`config.mk`:
```
export PLATFORM = sky130hd
export DESIGN_NAME = gcib_front
export DESIGN_NICKNAME = d
export VERILOG_FILES = /design/src/sv/gcib_pkg.sv /design/src/sv/gcib_front.sv
export SDC_FILE = /design/constraint.sdc
export NUM_CORES = 1
export LEC_CHECK = 0
export BUFFER_PORTS_ARGS = -buffer_cell sky130_fd_sc_hd__buf_2
export CORE_AREA = 2 2 90 92
export DETAILED_ROUTE_END_ITERATION = 10
export DIE_AREA = 0 0 92 94
export GPL_ROUTABILITY_DRIVEN = 1
export PLACE_DENSITY = 0.83
export SLEW_MARGIN = 25
export SYNTH_ARGS = -nofsm -noshare
export SYNTH_HDL_FRONTEND = slang
export SYNTH_SLANG_ARGS = --single-unit
```
`constraint.sdc`:
```
create_clock -name vclk -period 3.7
set_input_delay 0.185 -clock vclk [all_inputs]
set_output_delay 0.185 -clock vclk [all_outputs]
set_load 0.005 [all_outputs]
```
`src/sv/gcib_pkg.sv`:
```
// gcib_pkg: shared constants, the arctangent table and the queue item type for the
// great-circle initial bearing block. Depends on nothing.
`timescale 1ns / 1ps
`default_nettype none
package gcib_pkg;

	localparam int ANGLE_BITS   = 32;
	localparam int BEARING_BITS = 16;
	localparam int CORDIC_STEPS = 18;
	localparam int TABLE_LEN    = 32;
	localparam int STEPS = (CORDIC_STEPS < TABLE_LEN) ? CORDIC_STEPS : TABLE_LEN;

	// signed working angle, one bit above a turn
	localparam int ZW = ANGLE_BITS + 1;
	// sin/cos in q30 with cordic growth headroom
	localparam int CW = 34;
	// products and the vectoring datapath
	localparam int PW = 36;
	localparam int Q_FRAC = 30;
	localparam logic signed [CW-1:0] GAIN = CW'(652032874);

	localparam int FIFO_DEPTH = 4;
	localparam int FIFO_AW    = 2;

	localparam logic [31:0] ATAN_TURN32 [TABLE_LEN] = '{
		32'd536870912, 32'd316933406, 32'd167458907, 32'd85004756, 32'd42667331,
		32'd21354465, 32'd10679838, 32'd5340245, 32'd2670163, 32'd1335087,
		32'd667544, 32'd333772, 32'd166886, 32'd83443, 32'd41722, 32'd20861,
		32'd10430, 32'd5215, 32'd2608, 32'd1304, 32'd652, 32'd326, 32'd163,
		32'd81, 32'd41, 32'd20, 32'd10, 32'd5, 32'd3, 32'd1, 32'd1, 32'd0
	};

	// 32-bit binary angle rescaled to ANGLE_BITS, low bits truncated
	function automatic logic [ANGLE_BITS-1:0] from32(input logic [31:0] a);
		logic [39:0] t;
		t = {a, 8'd0};
		return ANGLE_BITS'(t >> (40 - ANGLE_BITS));
	endfunction

	function automatic logic [ANGLE_BITS-1:0] atan_ang(input int i);
		return from32(ATAN_TURN32[i]);
	endfunction

	typedef struct packed {
		logic signed [ZW-1:0] z_lat1;
		logic signed [ZW-1:0] z_lat2;
		logic signed [ZW-1:0] z_dlon;
		logic [2:0]           flip;
	} item_t;

endpackage
`default_nettype wire

```
`src/sv/gcib_front.sv`:
```
// gcib_front: accepts a request, forms the longitude difference and folds each angle
// into the cordic range. Depends on gcib_pkg.
`timescale 1ns / 1ps
`default_nettype none
module gcib_front (
	input  wire logic               in_valid,
	output logic                    in_stall,
	input  wire logic signed [31:0] start_latitude,
	input  wire logic signed [31:0] start_longitude,
	input  wire logic signed [31:0] end_latitude,
	input  wire logic signed [31:0] end_longitude,
	input  wire logic               q_full,
	output logic                    push,
	output gcib_pkg::item_t         item
);

	localparam logic signed [gcib_pkg::ZW-1:0] QUARTER =
		gcib_pkg::ZW'(64'd1 << (gcib_pkg::ANGLE_BITS - 2));
	localparam logic signed [gcib_pkg::ZW-1:0] HALF =
		gcib_pkg::ZW'(64'd1 << (gcib_pkg::ANGLE_BITS - 1));

	typedef struct packed {
		logic signed [gcib_pkg::ZW-1:0] z;
		logic                           flip;
	} fold_t;

	function automatic fold_t fold(input logic [gcib_pkg::ANGLE_BITS-1:0] a);
		fold_t r;
		logic signed [gcib_pkg::ZW-1:0] zs;
		zs = signed'({a[gcib_pkg::ANGLE_BITS-1], a});
		r.flip = 1'b0;
		r.z = zs;
		if (zs > QUARTER) begin
			r.z = zs - HALF;
			r.flip = 1'b1;
		end else if (zs < -QUARTER) begin
			r.z = zs + HALF;
			r.flip = 1'b1;
		end
		return r;
	endfunction

	logic [31:0] dlon;
	fold_t f1, f2, fd;

	assign dlon = 32'(end_longitude) - 32'(start_longitude);
	assign f1 = fold(gcib_pkg::from32(32'(start_latitude)));
	assign f2 = fold(gcib_pkg::from32(32'(end_latitude)));
	assign fd = fold(gcib_pkg::from32(dlon));

	assign in_stall = q_full;
	assign push = in_valid && !q_full;
	assign item = '{z_lat1: f1.z, z_lat2: f2.z, z_dlon: fd.z, flip: {fd.flip, f2.flip, f1.flip}};

endmodule
`default_nettype wire

```
* Yosys cells after proc, flatten, opt, wreduce, memory -nomap -nowiden
Index checks and enable logic that the tools add are counted.
Cells by class: eq/ne operators 0, shift operators 0, multiplexer cells 6, $lt $le $gt $ge 6, multipliers 0, reductions and logical operators 2, add/sub/neg operators 7, div/mod/pow operators 0, bitwise logic cells 0
Operators with widths (count):
- two-way mux 34 bit | 6
- adder 32 x 33 -> 33 bit (second input constant) | 3
- subtractor 32 x 33 -> 33 bit (second input constant) | 3
- greater-than comparator 32 bit (second input constant) | 3
- < comparator 32 x 31 -> 1 bit (second input constant) | 3
- subtractor 32 bit | 1
- logical AND 1 bit | 1
- logical NOT 1 bit | 1
Storage, ports and cells: bits in latches 0, bits of input ports 130, RAM bits 0, flip-flop bits (word level) 0, output and inout bits 104, memories 0, bits in read-only memories 0

* Logic depth before layout (Yosys ltp)
Gate-level depths: netlist of the first run.
depth after elaboration 4, mapped depth 13, depth with buffers taken out 13

* Worst setup path after synthesis of the first run
Ideal clock, no wire load.
kind input port to output port, start input port end_longitude[0], end output port item[2] (netlist bit), setup slack 264 ps, cell stages on the path 12, arrival 3251 ps, cells stage by stage inv_1 -> ha_1 -> fa_1 -> nand2b_1 -> a211oi_4 -> nor2_4 -> xnor2_1 -> or4_1 -> or4_1 -> or4b_4 -> nor4_4 -> a21oi_1
RTL lines:
- start: declaration | line gcib_front.sv:11 | input wire logic signed [31:0] end_longitude,
- end: declaration | line gcib_front.sv:14 | output gcib_pkg::item_t item

==> results of run 1 <==
-- stage by stage --
stage | area [sq um] | utilization | total power, mW | instances
floorplan | 3050 | - | 0.448 | 453
global placement | 3840 | 0.504 | 0.685 | 716
detailed placement | 3840 | 0.504 | 0.698 | 716
CTS | 3870 | 0.508 | 0.707 | 717
global route | 3900 | 0.513 | 0.785 | 718
finish | 3900 | 0.513 | 0.720 | 718
-- power breakdown --
| group | switching, mW | leakage (nW) | internal, mW |
|---|---|---|---|
| registers | 0 | 0 | 0 |
| logic | 0.398 | 2.13 | 0.322 |
| clock network | 0 | 0 | 0 |
| total | 0.398 | 2.13 | 0.322 |
-- metal layers --
| layer | GRT usage | up-vias |
|---|---|---|
| met4 | 0.0261 | 0 |
| li1 | - | 1897 |
| met1 | 0.274 | 1846 |
| met5 | 0 | - |
| met2 | 0.505 | 186 |
| met3 | 0.0313 | 14 |
-- worst paths after layout --
path | end | slack [ns] | depth (start not counted) | startpoint
max | item[35] | 0.14 | 14 | end_longitude[0]
min | item[49] | 0.55 | 2 | end_latitude[13]
-- final cells by class --
class,instances,area share
inverters,44,0.0423
multi-input cells,329,0.607
repair buffers,243,0.318
well taps,102,0.0327
-- cells in the final DEF (no fill, tap or decap), drive strengths merged, types with 6 or more instances in the layout --
cell / instances
buf: 243
inv: 44
a21oi: 44
ha: 31
nand2: 30
nor2: 24
o21ai: 19
nor4: 17
a21o: 16
xnor2: 16
nand3: 13
nand4: 11
nor3: 10
and2: 8
a211oi: 7
xor2: 6
nand2b: 6
-- repair_timing --
item	in CTS	in global routing
setup buffers	1	1
pin swaps	4	8
endpoints found under the hold margin	0	0
setup endpoints to repair	3	3
gates resized for setup	4	5
-- synthesized netlist by cell type, types with 5 or more instances --
library cell / number / share of area
buf_4: 65 / 0.16
o21ai_1: 5 / 0.0082
clkbuf_1: 12 / 0.015
a21o_1: 15 / 0.037
nand2_1: 29 / 0.036
xnor2_1: 16 / 0.046
a211oi_1: 6 / 0.015
inv_1: 43 / 0.053
o21ai_0: 14 / 0.023
nor4_1: 16 / 0.033
nand3b_1: 5 / 0.012
nand2b_1: 5 / 0.010
a21oi_1: 43 / 0.071
ha_1: 31 / 0.13
nand4_1: 11 / 0.023
nor3_1: 10 / 0.016
nor2_1: 21 / 0.026
nand3_1: 13 / 0.021
and2_1: 6 / 0.012
xor2_1: 6 / 0.017
-- cells by family (layout without fill, tap and decap cells) --
group	Yosys count	count (layout)
compound gates	123	123
xor+xnor	22	22
fa+ha+maj	32	32
buf+inv	124	287
mux	4	4
simple gates	148	148
==> run metrics, run 1 <==
largest incremental delay on the critical path around 0.54 ns; Port Buffer Count around 230; Max transition margin 0.540; share of cells above drive strength 1 0.437; Syn Nets 615; Setup WS post-layout 0.144 ns; pin count of the biggest net entering global routing 12; CP arrival 3.37 ns; vias a little under 4000; compound-gate portion of the synthesized area 0.279; PD cells approximately 180 nW/um^2; warnings from Yosys 0; Buffers & Inverters on Critical Path 4; Synth Cell Area 3050 sq um; starting density of the core 0.400; global-route wire length before repair 17.3 mm; Total Wirelength 11.6 mm; core region area 7610 sq um; Hold Fails Final Rpt 0; residual DRC count 0; starting DRC count in detailed routing 229; gr ovfl total 0; Register Area 0 sq um; Ports 234; Syn Inst Count between 400 and 500; Synth Area in Simple Gates 0.273; slowest CP cell or4b_4; Post-Synth Adder-Cell Area 0.134; Setup WS pre-CTS -0.0843 ns; clock buffer count 0; endpoints failing setup 0; wire length on met2 about 6.3 mm; Placer Congestion 0.917; detailed-route wire length on metal 1 4.39 mm; Fin Hold WS 0.549 ns; crit-path leading delay family simple AND/OR/NAND/NOR gates; Synth Area in XOR/XNOR 0.0632; met3 WL post-DR 878 um; hpwl dp 10.4 mm; Multi-input gate area 2370 sq um; Req. time, crit path roughly 3.5 ns; f_max 0.281 GHz; maximum VDD drop between 90 and 100 uV; Max Cap Viol 0; Yosys cell types 73; Startpoint Class input pin; row count 32; Seq/Total Area, Yosys 0; Fill cells 803; leakage 2.13 nW; die width around 92 um; proportion of synthesized area in mux cells 0.0131; status finished, final reports clean; largest family of logic cells by synthesized area compound AO/OA/AOI/OAI gates; Hold-fix buffers, CTS 0; Worst Hold Class input pin to output pin; ant diodes 0; Crit Path Max Fanout 3; DR top layer met4; die area approximately 8600 sq um; vias in the first global route ~3600; fin crit period roughly 3.6 ns; average wire per standard cell ~16 um; Total GRT Usage 0.246; Final period util 0.961; die height 94 um; worst slew pin tran 0.683 ns; ANT nets after route 0; critical-path cell list buf_2 > inv_1 > ha_4 > fa_2 > buf_4 > xnor2_2 > nor3_2 > o21ai_1 > or4_1 > or4_1 > or4b_4 > nor4_4 > a21oi_1 > buf_2; nets@finish 780; area growth from synthesis to layout 28.0%; WS Path Type input pin to output pin; drt pass-1 iters 5; Crit. End Element output pin; FFs & Latches 0; initial antenna violation count 0; Avg Cell Area, Syn 6.73 sq um; max-slew violation count 0; Final TNS setup 0 ns; Via density 5.49
Power figures use the tool's default switching activity.
==> run 2, diff against run 1 <==
- clock period: 3.7 -> 3.9 ns (I/O delays scaled with it)
==> run metrics, run 2 (synthesis gave the netlist of run 1 again) <==
area growth from synthesis to layout 27.5%; pin count of the biggest net entering global routing 13; starting DRC count in detailed routing 210; drt pass-1 iters 4; Placer Congestion 0.901; PD cells 174 nW/um^2; worst slew pin tran 0.604 ns; maximum VDD drop 85.7 uV; Port Buffer Count 234; initial antenna violation count 4; row count 32; Setup WS pre-CTS 0.0444 ns; Via density 5.43; f_max 0.260 GHz; Hold-fix buffers, CTS 0; Register Area 0 sq um; core region area 7610 sq um; slowest CP cell or4b_4; leakage 2.13 nW; RSZ-0062 raised after global routing true; share of cells above drive strength 1 0.434; global-route wire length before repair 17.3 mm; average wire per standard cell 16.1 um; clock buffer count 0; Ports 234; status finished, final reports clean; residual DRC count 0; starting density of the core 0.400; max-slew violation count 0; critical-path cell list buf_6 > inv_4 > ha_4 > fa_2 > nand2b_4 > a211oi_4 > nor2_4 > xnor2_2 > or4_1 > or4_4 > or4b_4 > nor4_4 > a21oi_1 > buf_2; Setup WS post-layout 0.0492 ns; Total Wirelength 11.6 mm; endpoints failing setup 0; ANT nets after route 0; largest incremental delay on the critical path 0.56 ns; Hold Fails Final Rpt 0; Max Cap Viol 0; leading cell types in the layout, fill and taps excluded 232 x buf_2, 43 x a21oi_1, 42 x inv_1; Crit Path Max Fanout 3; Final period util 0.987; Total Power around 680 uW; CP arrival 3.66 ns; die height 94 um; Buffers & Inverters on Critical Path 3; Worst Hold Class input pin to output pin; commonest non-fill, non-tap cell in the layout buf_2; hpwl dp 10.1 mm; crit-path leading delay family simple AND/OR/NAND/NOR gates; die area 8650 sq um; vias in the first global route 3654; Total GRT Usage 0.244; fin crit period 3.85 ns; FFs & Latches 0; gr ovfl total 0; Crit. End Element output pin; Startpoint Class input pin; Max transition margin 0.594; vias 3894; WS Path Type input pin to output pin; die width 92 um; Req. time, crit path 3.70 ns; nets@finish just under 800
## run 2: cell types whose count changed in the layout (fill, tap and decap cells not counted), moves of 2 or more
cell and delta:
buf_2 -2, buf_6 +2, diode_2 +2, buf_4 -3
## run 2: through the flow
stage           util  instances  hold WS (ns)  cell area [sq um]  setup TNS (ns)
6_report       0.511        717         0.572               3880               0
5_1_grt        0.511        717         0.576               3880          -0.144
4_1_cts        0.500        712         0.570               3810               0
3_5_place_dp   0.500        712         0.570               3810               0
3_3_place_gp   0.500        712         0.569               3810               0
2_1_floorplan      -        453         0.420               3050               0
## run 2: per-layer routing
metal,GRT usage,share of wire,up-vias
met5,0,0.0023,-
met4,0.0585,0.025,4
met3,0.0457,0.084,20
met2,0.487,0.52,157
met1,0.262,0.37,1815
li1,-,-,1898
## run 2: power by group
part | leakage [nW] | switching [mW] | total [mW] | internal, mW
Sequential | 0 | 0 | 0 | 0
Clock | 0.0000127 | 0 | 0.0000000686 | 0.0000000686
Combinational | 2.13 | 0.372 | 0.675 | 0.304
Total | 2.13 | 0.372 | 0.675 | 0.304
## run 2: worst paths after layout
| path | start | end | slack, ns | cells after the start |
|---|---|---|---|---|
| setup / recovery | end_longitude[0] | item[35] | 0.05 | 14 |
| hold / removal | end_latitude[13] | item[49] | 0.57 | 2 |
## run 2: final cells by class
| type | instances | area [sq um] |
|---|---|---|
| multi-input combinational | 329 | 2350 |
| tap | 102 | 128 |
| antenna | 2 | 5.00 |
| timing repair buffer | 240 | 1230 |
| inverter | 44 | 168 |
| fill | 798 | 3720 |
## run 2: what timing repair did
item,CTS,global route
endpoints found under the hold margin,0,0
setup endpoints to repair,0,3
buffers inserted,0,3
gates resized for setup,0,10
==> run 3, diff against run 2 <==
- PLACE_DENSITY: 0.83 -> 0.8
- RECOVER_POWER: not set -> 100
==> run metrics, run 3 (synthesis gave the netlist of run 1 again) <==
Reg power frac 0; die width around 92 um; FFs & Latches 0; nets@finish 774; Crit. End Element output pin; clock buffer count 0; row count 32; vias in the first global route 3556; worst slew pin tran about 0.80 ns; starting DRC count in detailed routing 140; clock power share 0; Via density 5.35; Cell Count, Final, Fillers Out 712; leading cell types in the layout, fill and taps excluded 188 x buf_2, 45 x clkbuf_1, 43 x inv_1, 43 x a21oi_1, 30 x ha_1; residual DRC count 0; f_max 0.262 GHz; ant diodes 0; Int Pwr 287 uW; Hold Fails Final Rpt 0; Total Wirelength between 10 and 15 mm; core region area 7610 sq um; Total GRT Usage 0.231; Port Buffer Count 234; status finished, final reports clean; Hold-fix buffers, CTS 0; Net Sw Power 361 uW; vias 3810; final instance area 3760 sq um; Max transition margin 0.462; Placer Congestion 0.893; fin crit period 3.82 ns; DP Cell Count 711; max-slew violation count 0; die area 8650 sq um; PD cells 172 nW/um^2; Register Area 0 sq um; Startpoint Class input pin; Ports 234; Worst Hold Class input pin to output pin; initial antenna violation count 0; starting density of the core 0.400; share of cells above drive strength 1 0.351; Max Cap Viol 0; hpwl dp 9.63 mm; ANT nets after route 0; average wire per standard cell 15.3 um; drt pass-1 iters 5; commonest non-fill, non-tap cell in the layout buf_2; die height between 90 and 100 um; leakage 1.97 nW; placed cell area 3800 sq um; Crit Path Max Fanout 3; Logic pwr share 1.000; Final TNS setup 0 ns; Final period util 0.978; switching share of total power 0.557; maximum VDD drop 88.0 uV; Fill cells 804; Total Power 648 uW; CP arrival approximately 3.6 ns; area growth from synthesis to layout 23.5%; gr ovfl total 0; Req. time, crit path 3.70 ns; global-route wire length before repair 16.5 mm; endpoints failing setup 0; WS Path Type input pin to output pin; pin count of the biggest net entering global routing 13
[run 3: changes by cell type in the layout (fill, tap and decap cells not counted), sizes merged]
cell    previous run  this run
diode              2         0
clkbuf             0        45
buf              240       192
[run 3: power by group through the flow]
stage | sequential [mW] | combinational, mW | clock (mW)
6_report | 0 | 0.648 | 0
5_1_grt | 0 | 0.716 | 0
3_3_place_gp | 0 | 0.638 | 0
4_1_cts | 0 | 0.650 | 0
2_1_floorplan | 0 | 0.425 | 0
3_5_place_dp | 0 | 0.646 | 0
[run 3: layout make-up]
class,instances,area [sq um],area share
inverter,44,165,0.0439
multi-input combinational,329,2330,0.620
tap,102,128,0.0339
timing repair buffer,237,1140,0.302
[run 3: critical path: stages]
cell and delay (ns):
buf_2 0.10, ha_2 0.20, fa_2 0.36, nand2b_4 0.16, a211oi_4 0.34, nor2_4 0.07, xnor2_1 0.14, or4_1 0.53
or4_1 0.41, or4b_4 0.50, nor4_4 0.35, a21oi_1 0.11, buf_2 0.14
[run 3: timing repair]
item	CTS	global route
gates resized for setup	0	3
setup buffers	0	1
endpoints found under the setup margin	0	3
[run 3: stage by stage]
step	hold slack (ns)	utilization	worst slack, ns
detailed placement	0.572	0.500	0.0129
global route	0.576	0.495	-0.00565
floorplan	0.420	-	0.444
CTS	0.572	0.500	0.00833
finish	0.570	0.495	0.0848
global placement	0.570	0.500	0.162
[run 3: metal layers]
metal  wire (um)  track usage
met1        4010        0.250
met2        5810        0.475
met3         834       0.0281
met4         225       0.0460
met5           0            0
[run 3: path summary, 6_finish.rpt]
| kind | from | endpoint | cells after the start |
|---|---|---|---|
| setup / recovery | start_longitude[0] | item[34] | 13 |
| hold / removal | end_latitude[16] | item[52] | 2 |
