`config.mk`:
```
export PLATFORM = sky130hd
export DESIGN_NAME = gcib_fifo
export DESIGN_NICKNAME = d
export VERILOG_FILES = /design/src/sv/gcib_pkg.sv /design/src/sv/gcib_fifo.sv
export SDC_FILE = /design/constraint.sdc
export NUM_CORES = 1
export LEC_CHECK = 0
export BUFFER_PORTS_ARGS = -buffer_cell sky130_fd_sc_hd__buf_4
export CAP_MARGIN = 20
export CORE_MARGIN = 1
export CORE_UTILIZATION = 40
export DETAILED_ROUTE_END_ITERATION = 7
export PLACE_DENSITY_LB_ADDON = 0.05
export SYNTH_ARGS = -nofsm -noshare
export SYNTH_HDL_FRONTEND = slang
export SYNTH_SLANG_ARGS = --single-unit
export TNS_END_PERCENT = 30
```
`constraint.sdc`:
```
create_clock -name clk -period 4.1 [get_ports clk]
set_clock_uncertainty 0.2 [all_clocks]
set_input_delay 0.82 -clock clk [delete_from_list [all_inputs] [get_ports clk]]
set_output_delay 0.82 -clock clk [all_outputs]
set_load 0.02 [all_outputs]
```
`src/sv/gcib_pkg.sv`:
```
// gcib_pkg: shared constants, the arctangent table and the queue item type for the
// great-circle initial bearing block. Depends on nothing.
`timescale 1ns / 1ps
`default_nettype none
package gcib_pkg;

	localparam int ANGLE_BITS   = 32;
	localparam int BEARING_BITS = 16;
	localparam int CORDIC_STEPS = 18;
	localparam int TABLE_LEN    = 32;
	localparam int STEPS = (CORDIC_STEPS < TABLE_LEN) ? CORDIC_STEPS : TABLE_LEN;

	// signed working angle, one bit above a turn
	localparam int ZW = ANGLE_BITS + 1;
	// sin/cos in q30 with cordic growth headroom
	localparam int CW = 34;
	// products and the vectoring datapath
	localparam int PW = 36;
	localparam int Q_FRAC = 30;
	localparam logic signed [CW-1:0] GAIN = CW'(652032874);

	localparam int FIFO_DEPTH = 4;
	localparam int FIFO_AW    = 2;

	localparam logic [31:0] ATAN_TURN32 [TABLE_LEN] = '{
		32'd536870912, 32'd316933406, 32'd167458907, 32'd85004756, 32'd42667331,
		32'd21354465, 32'd10679838, 32'd5340245, 32'd2670163, 32'd1335087,
		32'd667544, 32'd333772, 32'd166886, 32'd83443, 32'd41722, 32'd20861,
		32'd10430, 32'd5215, 32'd2608, 32'd1304, 32'd652, 32'd326, 32'd163,
		32'd81, 32'd41, 32'd20, 32'd10, 32'd5, 32'd3, 32'd1, 32'd1, 32'd0
	};

	// 32-bit binary angle rescaled to ANGLE_BITS, low bits truncated
	function automatic logic [ANGLE_BITS-1:0] from32(input logic [31:0] a);
		logic [39:0] t;
		t = {a, 8'd0};
		return ANGLE_BITS'(t >> (40 - ANGLE_BITS));
	endfunction

	function automatic logic [ANGLE_BITS-1:0] atan_ang(input int i);
		return from32(ATAN_TURN32[i]);
	endfunction

	typedef struct packed {
		logic signed [ZW-1:0] z_lat1;
		logic signed [ZW-1:0] z_lat2;
		logic signed [ZW-1:0] z_dlon;
		logic [2:0]           flip;
	} item_t;

endpackage
`default_nettype wire

```
`src/sv/gcib_fifo.sv`:
```
// gcib_fifo: short queue of folded requests between front and back.
// Depends on gcib_pkg.
`timescale 1ns / 1ps
`default_nettype none
module gcib_fifo (
	input  wire logic       clk,
	input  wire logic       arst_n,
	input  wire logic       push,
	input  gcib_pkg::item_t din,
	output logic            full,
	input  wire logic       pop,
	output gcib_pkg::item_t dout,
	output logic            not_empty
);

	gcib_pkg::item_t mem [gcib_pkg::FIFO_DEPTH];
	logic [gcib_pkg::FIFO_AW-1:0] wr_q, rd_q;
	logic [gcib_pkg::FIFO_AW:0]   count_q;

	assign full = (count_q == (gcib_pkg::FIFO_AW+1)'(gcib_pkg::FIFO_DEPTH));
	assign not_empty = (count_q != '0);
	assign dout = mem[rd_q];

	always_ff @(posedge clk) begin
		if (push) mem[wr_q] <= din;
	end

	always_ff @(posedge clk or negedge arst_n) begin
		if (!arst_n) begin
			wr_q <= '0;
			rd_q <= '0;
			count_q <= '0;
		end else begin
			if (push) wr_q <= wr_q + 1'b1;
			if (pop) rd_q <= rd_q + 1'b1;
			unique case ({push, pop})
				2'b10: count_q <= count_q + 1'b1;
				2'b01: count_q <= count_q - 1'b1;
				default: count_q <= count_q;
			endcase
		end
	end

	a_no_overrun: assert property (@(posedge clk) disable iff (!arst_n)
		count_q <= (gcib_pkg::FIFO_AW+1)'(gcib_pkg::FIFO_DEPTH))
		else $error("queue count beyond depth");
	a_pop_nonempty: assert property (@(posedge clk) disable iff (!arst_n)
		pop |-> not_empty) else $error("pop from empty queue");
	a_push_count: assert property (@(posedge clk) disable iff (!arst_n)
		(push && !pop) |=> count_q == $past(count_q) + 1'b1)
		else $error("queue count lost a push");

endmodule
`default_nettype wire

```
; ---- Word-level counts from Yosys, hierarchy flattened
; Memories as Yosys holds them, arrays and structs flattened.
; Index checks and enable logic that the tools add are counted.
[word_totals]
register_bits = 7
mem_bits_rw = 408
inputBits = 106
memories = 1
[mem_list]
columns = memory, words, word_bits, read_ports, rd_ports_with_merged_regs, wr, line
row1 = mem, 4, 102, 1, 0, 1, gcib_fifo.sv:16  ; gcib_pkg::item_t mem [gcib_pkg::FIFO_DEPTH];
[classes]
addsub = 4
eq_ne = 3
mux = 3
reduce_logical = 2
[ops]
columns = op, n
row1 = case mux 3 bit (2 select lines), 1
row2 = "adder 2 x 1 -> 2 bit, second input constant", 2
row3 = "adder 3 x 1 -> 3 bit, second input constant", 1
row4 = "equality test 3 bit, second input constant", 1
row5 = nonzero test 3 bit, 1
row6 = "subtractor 3 x 1 -> 3 bit, second input constant", 1
row7 = "equality test 2 x 1 -> 1 bit, second input constant", 1
row8 = "equality test 2 bit, second input constant", 1
row9 = 2-to-1 mux 1 bit, 2
row10 = nonzero test 2 bit, 1

; ---- Longest topological paths before layout
; Gate-level depths: netlist (run 1).
[logic_depth]
depth_word = 2
ltp_mapped = 7
ltp_nobuf = 7

; ---- Worst setup path after synthesis (run 1)
; OpenSTA, ideal clock, no wires.
[synth_timing]
path_type = input to register
from = input push
to = memory mem[0][0] (netlist name) (enable)
arrival_ns = 3.173
slack_ns = 0.254
path_stages = 1
cell_sequence = and2_1
[synth_between]
elab_chain_cells = 2
[synth_rtl]
columns = item, line
row1 = "start, declared", gcib_fifo.sv:8  ; input wire logic push,
row2 = 2-to-1 mux 1 bit, gcib_fifo.sv:25  ; if (push) mem[wr_q] <= din;
row3 = 2-to-1 mux 1 bit (implied by the code), gcib_fifo.sv:25
row4 = "end, declared", gcib_fifo.sv:16
; No other way between the ends.

==> flow_summary.toml, run 1 <==
[global_route]
grt_usage_pct = 16.0
antenna_found_initial = 0
overflow = 0
grt_pass1_wl_um = 45800
grt_max_degree = 70
grt_pass1_vias = 7630

[detailed_routing]
route.detailed.drc = 0
via_per_inst = 4.98
ant_nets = 0
drtPass1Iterations = 4
postRouteWirelength_um = 29900
drtIter0Drc = 285
vias = 6714
routedWlPerCell_um = 22.2

[floorplanning]
die_h_um = 197
rows = 70
dieArea_mm2 = 0.0387
ios = 210
core_region_area_mm2 = 0.0370
dieWidth_um = 197
start_util_pct = 41.1

[pwr]
p_per_area_mw_per_mm2 = 752
p_leak_uw = 0.00633
ir_worst_vdd_uv = 392

[worst_setup_path]
cp-start-kind = "register"
cp.required_ns = 3.08
cp_max_fo = 46
end_kind = "primary output"
crit_arrival_ns = 2.44
critPathKind = "reg -> out"

[cells_and_area]
layout_common_cells = "edfxtp_1, buf_4, mux4_2"
area_delta_synth_final_pct = 22.8
final_common_cell = "edfxtp_1"
design_area_mm2 = 0.0186
nFillCells = 3020
drive_above_1_share_pct = 45.3
ff_latch_area_mm2 = 0.0124
antennaDiodeCount = 0
nets = 925
multi_input_area_mm2 = 0.00251

[synthesis]
synth_top_cell_by_area = "edfxtp_1"
syn-num-nets = 681
ys_seq_area_share_pct = 81.9
synthesis.area_mm2 = 0.0152
yosys_warnings = 0
postSynthCellCount = 569
synth_cell_type_count = 21
synth_area_leaders = "edfxtp_1, mux4_2, dfrtp_1, buf_12, ha_1"
synth_top_area_share_pct = 80.7
postSynthAreaPerCell_um2 = 26.7
synth_seq_cells = 415

[timing]
min_period_ns = 3.46
setup_ws_ns = 0.641
final.setup.tns_ns = 0
setup_viol_count_final = 0
maxSlewHeadroom_pct = 47.5
worstMarginPinSlew_ns = 0.787
fmax_mhz = 289
hold_viol = 0
rsz0062_at_grt = "no"
final_max_slew_viol_count = 0
fin_crit_sh_pct = 84.4

[clock_network]
htreeDepth = 2
cts.path.max_buffers = 3
cts_tree = "done"
cts_sinks = 415
cts_buffers = 45
cts-root-buf = "clkbuf_16"
cts_setup_buffers = 0
clkSlewWorstSetupHoldPaths_ns = 0.06
clk_latency_ns = 0.55

[flow_run]
maxCapViolCount = 0

[placed_design]
port_buffers = 209
place_area_mm2 = 0.0173
hpwl_um = 17500
pre_cts_ws_ns = 1.17
gp_congestion = 0.702

[status]
status = "finished clean"

[hold_path]
min_path_type = "in -> reg"
worst paths after layout:
path	from	to	slack (ns)	cells after the start
min in group asynchronous	arst_n	count_q[0]$_DFFE_PN0P_	0.44	2
hold reg to reg	count_q[2]$_DFFE_PN0P_	count_q[2]$_DFFE_PN0P_	0.31	1
hold / removal	din[40]	mem[2][40]$_DFFE_PP_	0.26	1
max in group asynchronous	arst_n	rd_q[0]$_DFFE_PN0P_	3.11	2
setup / recovery	rd_q[1]$_DFFE_PN0P_	dout[66]	0.64	3
setup reg to reg	wr_q[0]$_DFFE_PN0P_	mem[0][101]$_DFFE_PP_	1.82	4
per-layer routing:
metal / track usage [%] / wire, µm / up-vias
li1: - / - / 2945
met1: 20.1 / 12100 / 3529
met2: 26.7 / 15100 / 198
met3: 4.65 / 2110 / 42
met4: 5.66 / 580 / 0
met5: 0 / 0 / -
cells in the mapped netlist:
| cell | n |
|---|---|
| edfxtp_1 | 408 |
| mux4_2 | 102 |
| buf_2 | 8 |
| dfrtp_1 | 7 |
| buf_12 | 6 |
| inv_1 | 6 |
| ha_1 | 5 |
| and2_1 | 4 |
| buf_4 | 4 |
| xor2_1 | 4 |
| buf_1 | 3 |
| nand2_1 | 2 |
| xnor2_1 | 2 |
| and3_1 | 1 |
| buf_6 | 1 |
| buf_8 | 1 |
| fa_1 | 1 |
| mux2i_1 | 1 |
| nor2_1 | 1 |
| o21ai_0 | 1 |
| or3_1 | 1 |
timing repair:
action / 4_1_cts / 5_1_grt
hold endpoints to repair: 7 / 0
resized for setup: 0 / 0
hold buffers: 1 / 0
kinds of logic (layout without fill, tap and decap cells):
logic type,after synthesis,count (layout),synth area share [%]
AND/OR/NAND/NOR,9,9,0.322
adder cells (fa/ha/maj),6,6,0.544
multiplexers,103,103,15.2
XOR/XNOR,6,6,0.346
AO/OA/AOI/OAI,1,1,0.0330
buffers and inverters,29,304,1.65
flip-flops,415,415,81.9
final cells by class:
| cell class | instances | share of cell area (%) |
|---|---|---|
| sequential | 415 | 66.7 |
| multi-input combinational | 125 | 13.5 |
| timing repair buffer | 220 | 9.35 |
| clock buffer | 53 | 6.20 |
| tap | 504 | 3.38 |
| clock inverter | 25 | 0.759 |
| inverter | 6 | 0.121 |
worst max-delay path, cell delays in order, from the launching register on:
cell and delay [ns]:
dfrtp_4 0.94, buf_4 0.41, mux4_2 0.36, buf_4 0.17
through the flow:
step,cells,util [%],hold WS [ns],total power (µW)
floorplan,569,-,0.248,8890
detailed placement,1269,46.9,0.309,10600
finish,1348,50.4,0.262,14000
CTS,1348,50.4,0.223,14300
global placement,1269,46.9,0.262,10500
global route,1348,50.4,0.234,14700
report_power, final:
part           internal (µW)  total [µW]  leakage [µW]  switching (µW)
Clock                   2060        3600      0.000634            1540
Sequential              5550        5830       0.00383             283
Combinational           2070        4570       0.00187            2500
state kept, by name (all words and copies together), names as in the netlist:
name     flops
rd_q         2
count_q      3
wr_q         2
mem        408
(Power assumes the default switching activity.)
==> run 2: changes to the inputs <==
==> constraint.sdc (replaced) <==
create_clock -name clk -period 3.2 [get_ports clk]
set_clock_uncertainty 0.2 [all_clocks]
set_input_delay 0.64 -clock clk [delete_from_list [all_inputs] [get_ports clk]]
set_output_delay 0.64 -clock clk [all_outputs]
set_load 0.02 [all_outputs]
==> run 2 against run 1 <==
Net effect:
- worst hold slack got worse by 0.19 ns
- routed wire length decreased by 0.38%
- sequential share of layout area is 0.78 points lower
- die area did not move
- global-route usage shrank 0.17 points
- utilization rose by 0.60 points
- sequential power rose by 26%
- final cell count is 0.59% higher
- critical endpoint is now dout[12]
- clock-buffer cell count up 5
- setup slack got worse by 0.42 ns
- via count increased by 1.2%
- critical path depth unchanged
==> flow_summary.toml, run 2 (synthesis results as in run 1) <==
[status]
status = "finished clean"

[worst_setup_path]
cp.required_ns = 2.36
r2r_end = "mem[1][62]$_DFFE_PP_"
cp_max_fo = 30
reg2reg_depth = 4
r2r-start = "wr_q[1]$_DFFE_PN0P_"
crit_arrival_ns = 2.14
cp-start-kind = "register"
critPathKind = "reg -> out"
r2r_setup_slack_ns = 1.08
end_kind = "primary output"

[clock_network]
cts_tree = "done"
htreeDepth = 2
clk_latency_ns = 0.56
cts_sinks = 415
cts-root-buf = "clkbuf_16"
cts_buffers = 45
cts.path.max_buffers = 3
clkSlewWorstSetupHoldPaths_ns = 0.06

[cells_and_area]
drive_above_1_share_pct = 45.7
area_delta_synth_final_pct = 24.3
final_common_cell = "edfxtp_1"
design_area_mm2 = 0.0189
nets = 931
largest_reg_flops = 408
reg_top3 = "mem: 408 flops, count_q: 3 flops"
largest-register = "mem"
layout_common_cells = "edfxtp_1, buf_4, mux4_2"

[timing]
final_max_slew_viol_count = 0
hold_viol = 0
worstMarginPinSlew_ns = 0.657
setup_viol_count_final = 0
min_period_ns = 2.98
rsz0062_at_grt = "no"
whs_ns = 0.0728
final.setup.tns_ns = 0
fin_crit_sh_pct = 93.2
maxSlewHeadroom_pct = 56.2
fmax_mhz = 335

[pwr]
p_leak_uw = 0.00643
power.share.combinational_pct = 33.2
p_per_area_mw_per_mm2 = 975
finalPower_uw = 18400
p_switching_uw = 5550
clkPwrFrac_pct = 26.9
sequentialPowerShare_pct = 39.9
sw_frac_of_total_pct = 30.2
intPower_uw = 12800
ir_worst_vdd_uv = 665

[floorplanning]
dieWidth_um = 197
core_region_area_mm2 = 0.0370
ios = 210
dieArea_mm2 = 0.0387
die_h_um = 197
rows = 70
start_util_pct = 41.1

[placed_design]
gp_congestion = 0.703
hpwl_um = 17400
place_area_mm2 = 0.0174
port_buffers = 209

[detailed_routing]
drtIter0Drc = 285
routedWlPerCell_um = 21.9
vias = 6793
postRouteWirelength_um = 29700
route.detailed.drc = 0
via_per_inst = 5.01
ant_nets = 0
drtPass1Iterations = 6

[global_route]
grt_usage_pct = 15.9
overflow = 0
grt_pass1_wl_um = 45100
antenna_found_initial = 1
grt_max_degree = 75
grt_pass1_vias = 7570

[hold_path]
holdCritStartpoint = "din[80]"
min_to = "mem[1][80]$_DFFE_PP_"
min_path_type = "in -> reg"
min_path_cells = 1

[flow_run]
maxCapViolCount = 0
## run 2: cell count changes in the layout (fill, tap and decap cells not counted), sizes merged
| cell | change |
|---|---|
| clkbuf | +5 |
| diode | +1 |
| bufinv | +4 |
| buf | +6 |
| clkinvlp | -1 |
| clkinv | -7 |
## run 2: worst max path at each step
stage	from	to	slack, ns	depth (start not counted)
floorplan	push	mem[1][0]$_DFFE_PP_	-0.47	1
global placement	rd_q[0]$_DFFE_PN0P_	dout[78]	0.62	3
finish	rd_q[0]$_DFFE_PN0P_	dout[12]	0.22	3
CTS	rd_q[0]$_DFFE_PN0P_	dout[78]	0.15	3
detailed placement	rd_q[0]$_DFFE_PN0P_	dout[78]	0.60	3
global route	rd_q[0]$_DFFE_PN0P_	dout[92]	0.13	3
## run 2: power groups by stage
stage / Clock [µW] / Combinational (µW) / Sequential [µW]
2_1_floorplan: 0 / 3930 / 7420
3_3_place_gp: 0 / 6180 / 7430
3_5_place_dp: 0 / 6200 / 7500
4_1_cts: 5090 / 6290 / 7350
5_1_grt: 5280 / 6520 / 7420
6_report: 4940 / 6110 / 7340
## run 2: timing repair
item	4_1_cts	5_1_grt
endpoints found under the hold margin	7	0
endpoints found under the setup margin	16	0
setup buffers	2	0
hold buffers	1	0
gates resized for setup	1	0
## run 2: per-stage QoR
stage,std cells,utilization (%),setup slack [ns]
2_1_floorplan,569,-,-0.466
3_3_place_gp,1273,47.1,0.619
3_5_place_dp,1273,47.1,0.605
4_1_cts,1355,51.0,0.152
5_1_grt,1356,51.0,0.133
6_report,1356,51.0,0.216
## run 2: routing by layer
layer | share of wire, % | vias up | wire (µm) | track usage, %
met3 | 5.8 | 51 | 1720 | 3.83
li1 | - | 2949 | - | -
met1 | 42 | 3600 | 12400 | 20.1
met2 | 50 | 193 | 14800 | 26.3
met4 | 3.0 | 0 | 879 | 6.72
met5 | 0 | - | 0 | 0
## run 2: area by class of cell
cell class	instances	area, µm²
timing repair buffer	226	1860
clock buffer	58	1170
inverter	6	22.5
antenna	1	2.50
fill	3015	18100
clock inverter	21	225
sequential	415	12400
tap	504	631
multi-input combinational	125	2510
## run 2: worst max-delay path, cell delays in order, from the launching register on
cell and delay, ns:
dfrtp_4 0.51, buf_12 0.28, mux4_2 0.58, buf_4 0.18
==> run 3: changes to the inputs <==
--- a/config.mk
+++ b/config.mk
@@ -5,7 +5,7 @@
 export SDC_FILE = /design/constraint.sdc
 export NUM_CORES = 1
 export LEC_CHECK = 0
-export BUFFER_PORTS_ARGS = -buffer_cell sky130_fd_sc_hd__buf_4
+export BUFFER_PORTS_ARGS = -buffer_cell sky130_fd_sc_hd__buf_2
 export CAP_MARGIN = 20
 export CORE_MARGIN = 1
 export CORE_UTILIZATION = 40
==> run 3 against run 2 <==
Net effect:
- sequential share of layout area grew 2.0 points
- via count about the same
- combinational power is 8.5% lower
- worst hold slack improved by 0.033 ns
- flip-flop and latch count is the same
- clock-buffer cell count fell by 5
==> flow_summary.toml, run 3 (synthesis results as in run 1) <==
[placed_design]
hpwl_um = 18200
gp_congestion = 0.692
port_buffers = 209

[floorplanning]
start_util_pct = 41.1
ios = 210
core_region_area_mm2 = 0.0370
dieArea_mm2 = 0.0387
dieWidth_um = 197
die_h_um = 197
rows = 70

[detailed_routing]
postRouteWirelength_um = 30300
met2WireLength_um = 15400
route.detailed.drc = 0
routedWlPerCell_um = 22.4
wl_met1_um = 12300
ant_nets = 0
vias = 6797
drtIter0Drc = 375
routed.top_layer = "met5"
via_per_inst = 5.01
drtPass1Iterations = 4
wl_met3_um = 1860

[timing]
maxSlewHeadroom_pct = 55.6
worstMarginPinSlew_ns = 0.667
final.setup.tns_ns = 0
final_max_slew_viol_count = 0
fin_crit_sh_pct = 94.4
hold_viol = 0
rsz0062_at_grt = "no"
fmax_mhz = 331
min_period_ns = 3.02
whs_ns = 0.106
setup_viol_count_final = 0

[worst_setup_path]
cp-start-kind = "register"
r2r-start = "wr_q[1]$_DFFE_PN0P_"
end_kind = "primary output"
critPathKind = "reg -> out"
cp.required_ns = 2.36
cp_max_fo = 46
r2r_end = "mem[1][16]$_DFFE_PP_"
reg2reg_depth = 4
r2r_setup_slack_ns = 1.12
crit_arrival_ns = 2.18

[global_route]
grt_pass1_wl_um = 46200
overflow = 0
antenna_found_initial = 2
grt_max_degree = 65
grt_usage_pct = 16.2
grt_pass1_vias = 7685

[clock_network]
cts_tree = "done"
clk_latency_ns = 0.54
cts_sinks = 415
cts_setup_buffers = 0
htreeDepth = 2
cts_buffers = 44
cts.path.max_buffers = 3
cts-root-buf = "clkbuf_16"
cts_hold_buf = 1
clkSlewWorstSetupHoldPaths_ns = 0.06
ctsResizeCount = 0

[cells_and_area]
final_common_cell = "edfxtp_1"
layout_common_cells = "edfxtp_1, buf_2, mux4_2"
ff_latch_area_mm2 = 0.0124
reg_top3 = "mem: 408 flops, count_q: 3 flops"
largest-register = "mem"
fin_util_pct = 49.5
nets = 932
nFillCells = 3013
multi_input_area_mm2 = 0.00251
largest_reg_flops = 408
drive_above_1_share_pct = 46.1
area_delta_synth_final_pct = 20.6

[pwr]
p_switching_uw = 5540
p_leak_uw = 0.00624
finalPower_uw = 17700
clkPwrFrac_pct = 27.0
ir_worst_vdd_uv = 491
power.share.combinational_pct = 31.6
intPower_uw = 12200
sw_frac_of_total_pct = 31.3
sequentialPowerShare_pct = 41.4
p_per_area_mw_per_mm2 = 967

[hold_path]
min_path_type = "in -> reg"
min_path_cells = 1
holdCritStartpoint = "din[74]"
min_to = "mem[0][74]$_DFFE_PP_"

[status]
status = "finished clean"

[flow_run]
maxCapViolCount = 0
run 3: worst max path at each step:
| stage | slack [ns] | startpoint | endpoint | cells after the start |
|---|---|---|---|---|
| 2_1_floorplan | -0.47 | push | mem[1][0]$_DFFE_PP_ | 1 |
| 3_3_place_gp | 0.71 | rd_q[0]$_DFFE_PN0P_ | dout[62] | 3 |
| 3_5_place_dp | 0.70 | rd_q[0]$_DFFE_PN0P_ | dout[62] | 3 |
| 4_1_cts | 0.10 | rd_q[0]$_DFFE_PN0P_ | dout[21] | 3 |
| 5_1_grt | 0.07 | rd_q[0]$_DFFE_PN0P_ | dout[62] | 3 |
| 6_report | 0.18 | rd_q[0]$_DFFE_PN0P_ | dout[62] | 3 |
run 3: power groups by stage:
| stage | Combinational, µW | Clock [µW] | Sequential (µW) |
|---|---|---|---|
| 2_1_floorplan | 3930 | 0 | 7420 |
| 6_report | 5590 | 4780 | 7330 |
| 3_5_place_dp | 5760 | 0 | 7460 |
| 3_3_place_gp | 5750 | 0 | 7400 |
| 5_1_grt | 6000 | 5100 | 7420 |
| 4_1_cts | 5780 | 4900 | 7350 |
run 3: metal layers:
layer / vias to the layer above / GRT usage (%)
met4: 2 / 5.68
li1: 2958 / -
met2: 200 / 27.4
met1: 3578 / 20.2
met5: - / 0
met3: 59 / 4.19
run 3: through the flow:
step | cell area (µm²) | instances | worst slack, ns
floorplan | 15200 | 569 | -0.466
global placement | 16900 | 1277 | 0.709
detailed placement | 16900 | 1277 | 0.696
CTS | 18300 | 1356 | 0.101
global route | 18300 | 1356 | 0.0713
finish | 18300 | 1357 | 0.179
run 3: area by class of cell:
type	instances	area share (%)
flip-flops and latches	415	67.9
multi-input cells	125	13.7
repair buffers	228	7.40
clock buffers	53	6.32
well taps	504	3.44
clock inverters	25	1.09
inverters	6	0.123
diodes	1	0.0137
run 3: critical path, cell delays in order (launching register included):
cell,delay (ns)
dfrtp_4,0.46
buf_12,0.36
mux4_2,0.60
buf_2,0.18
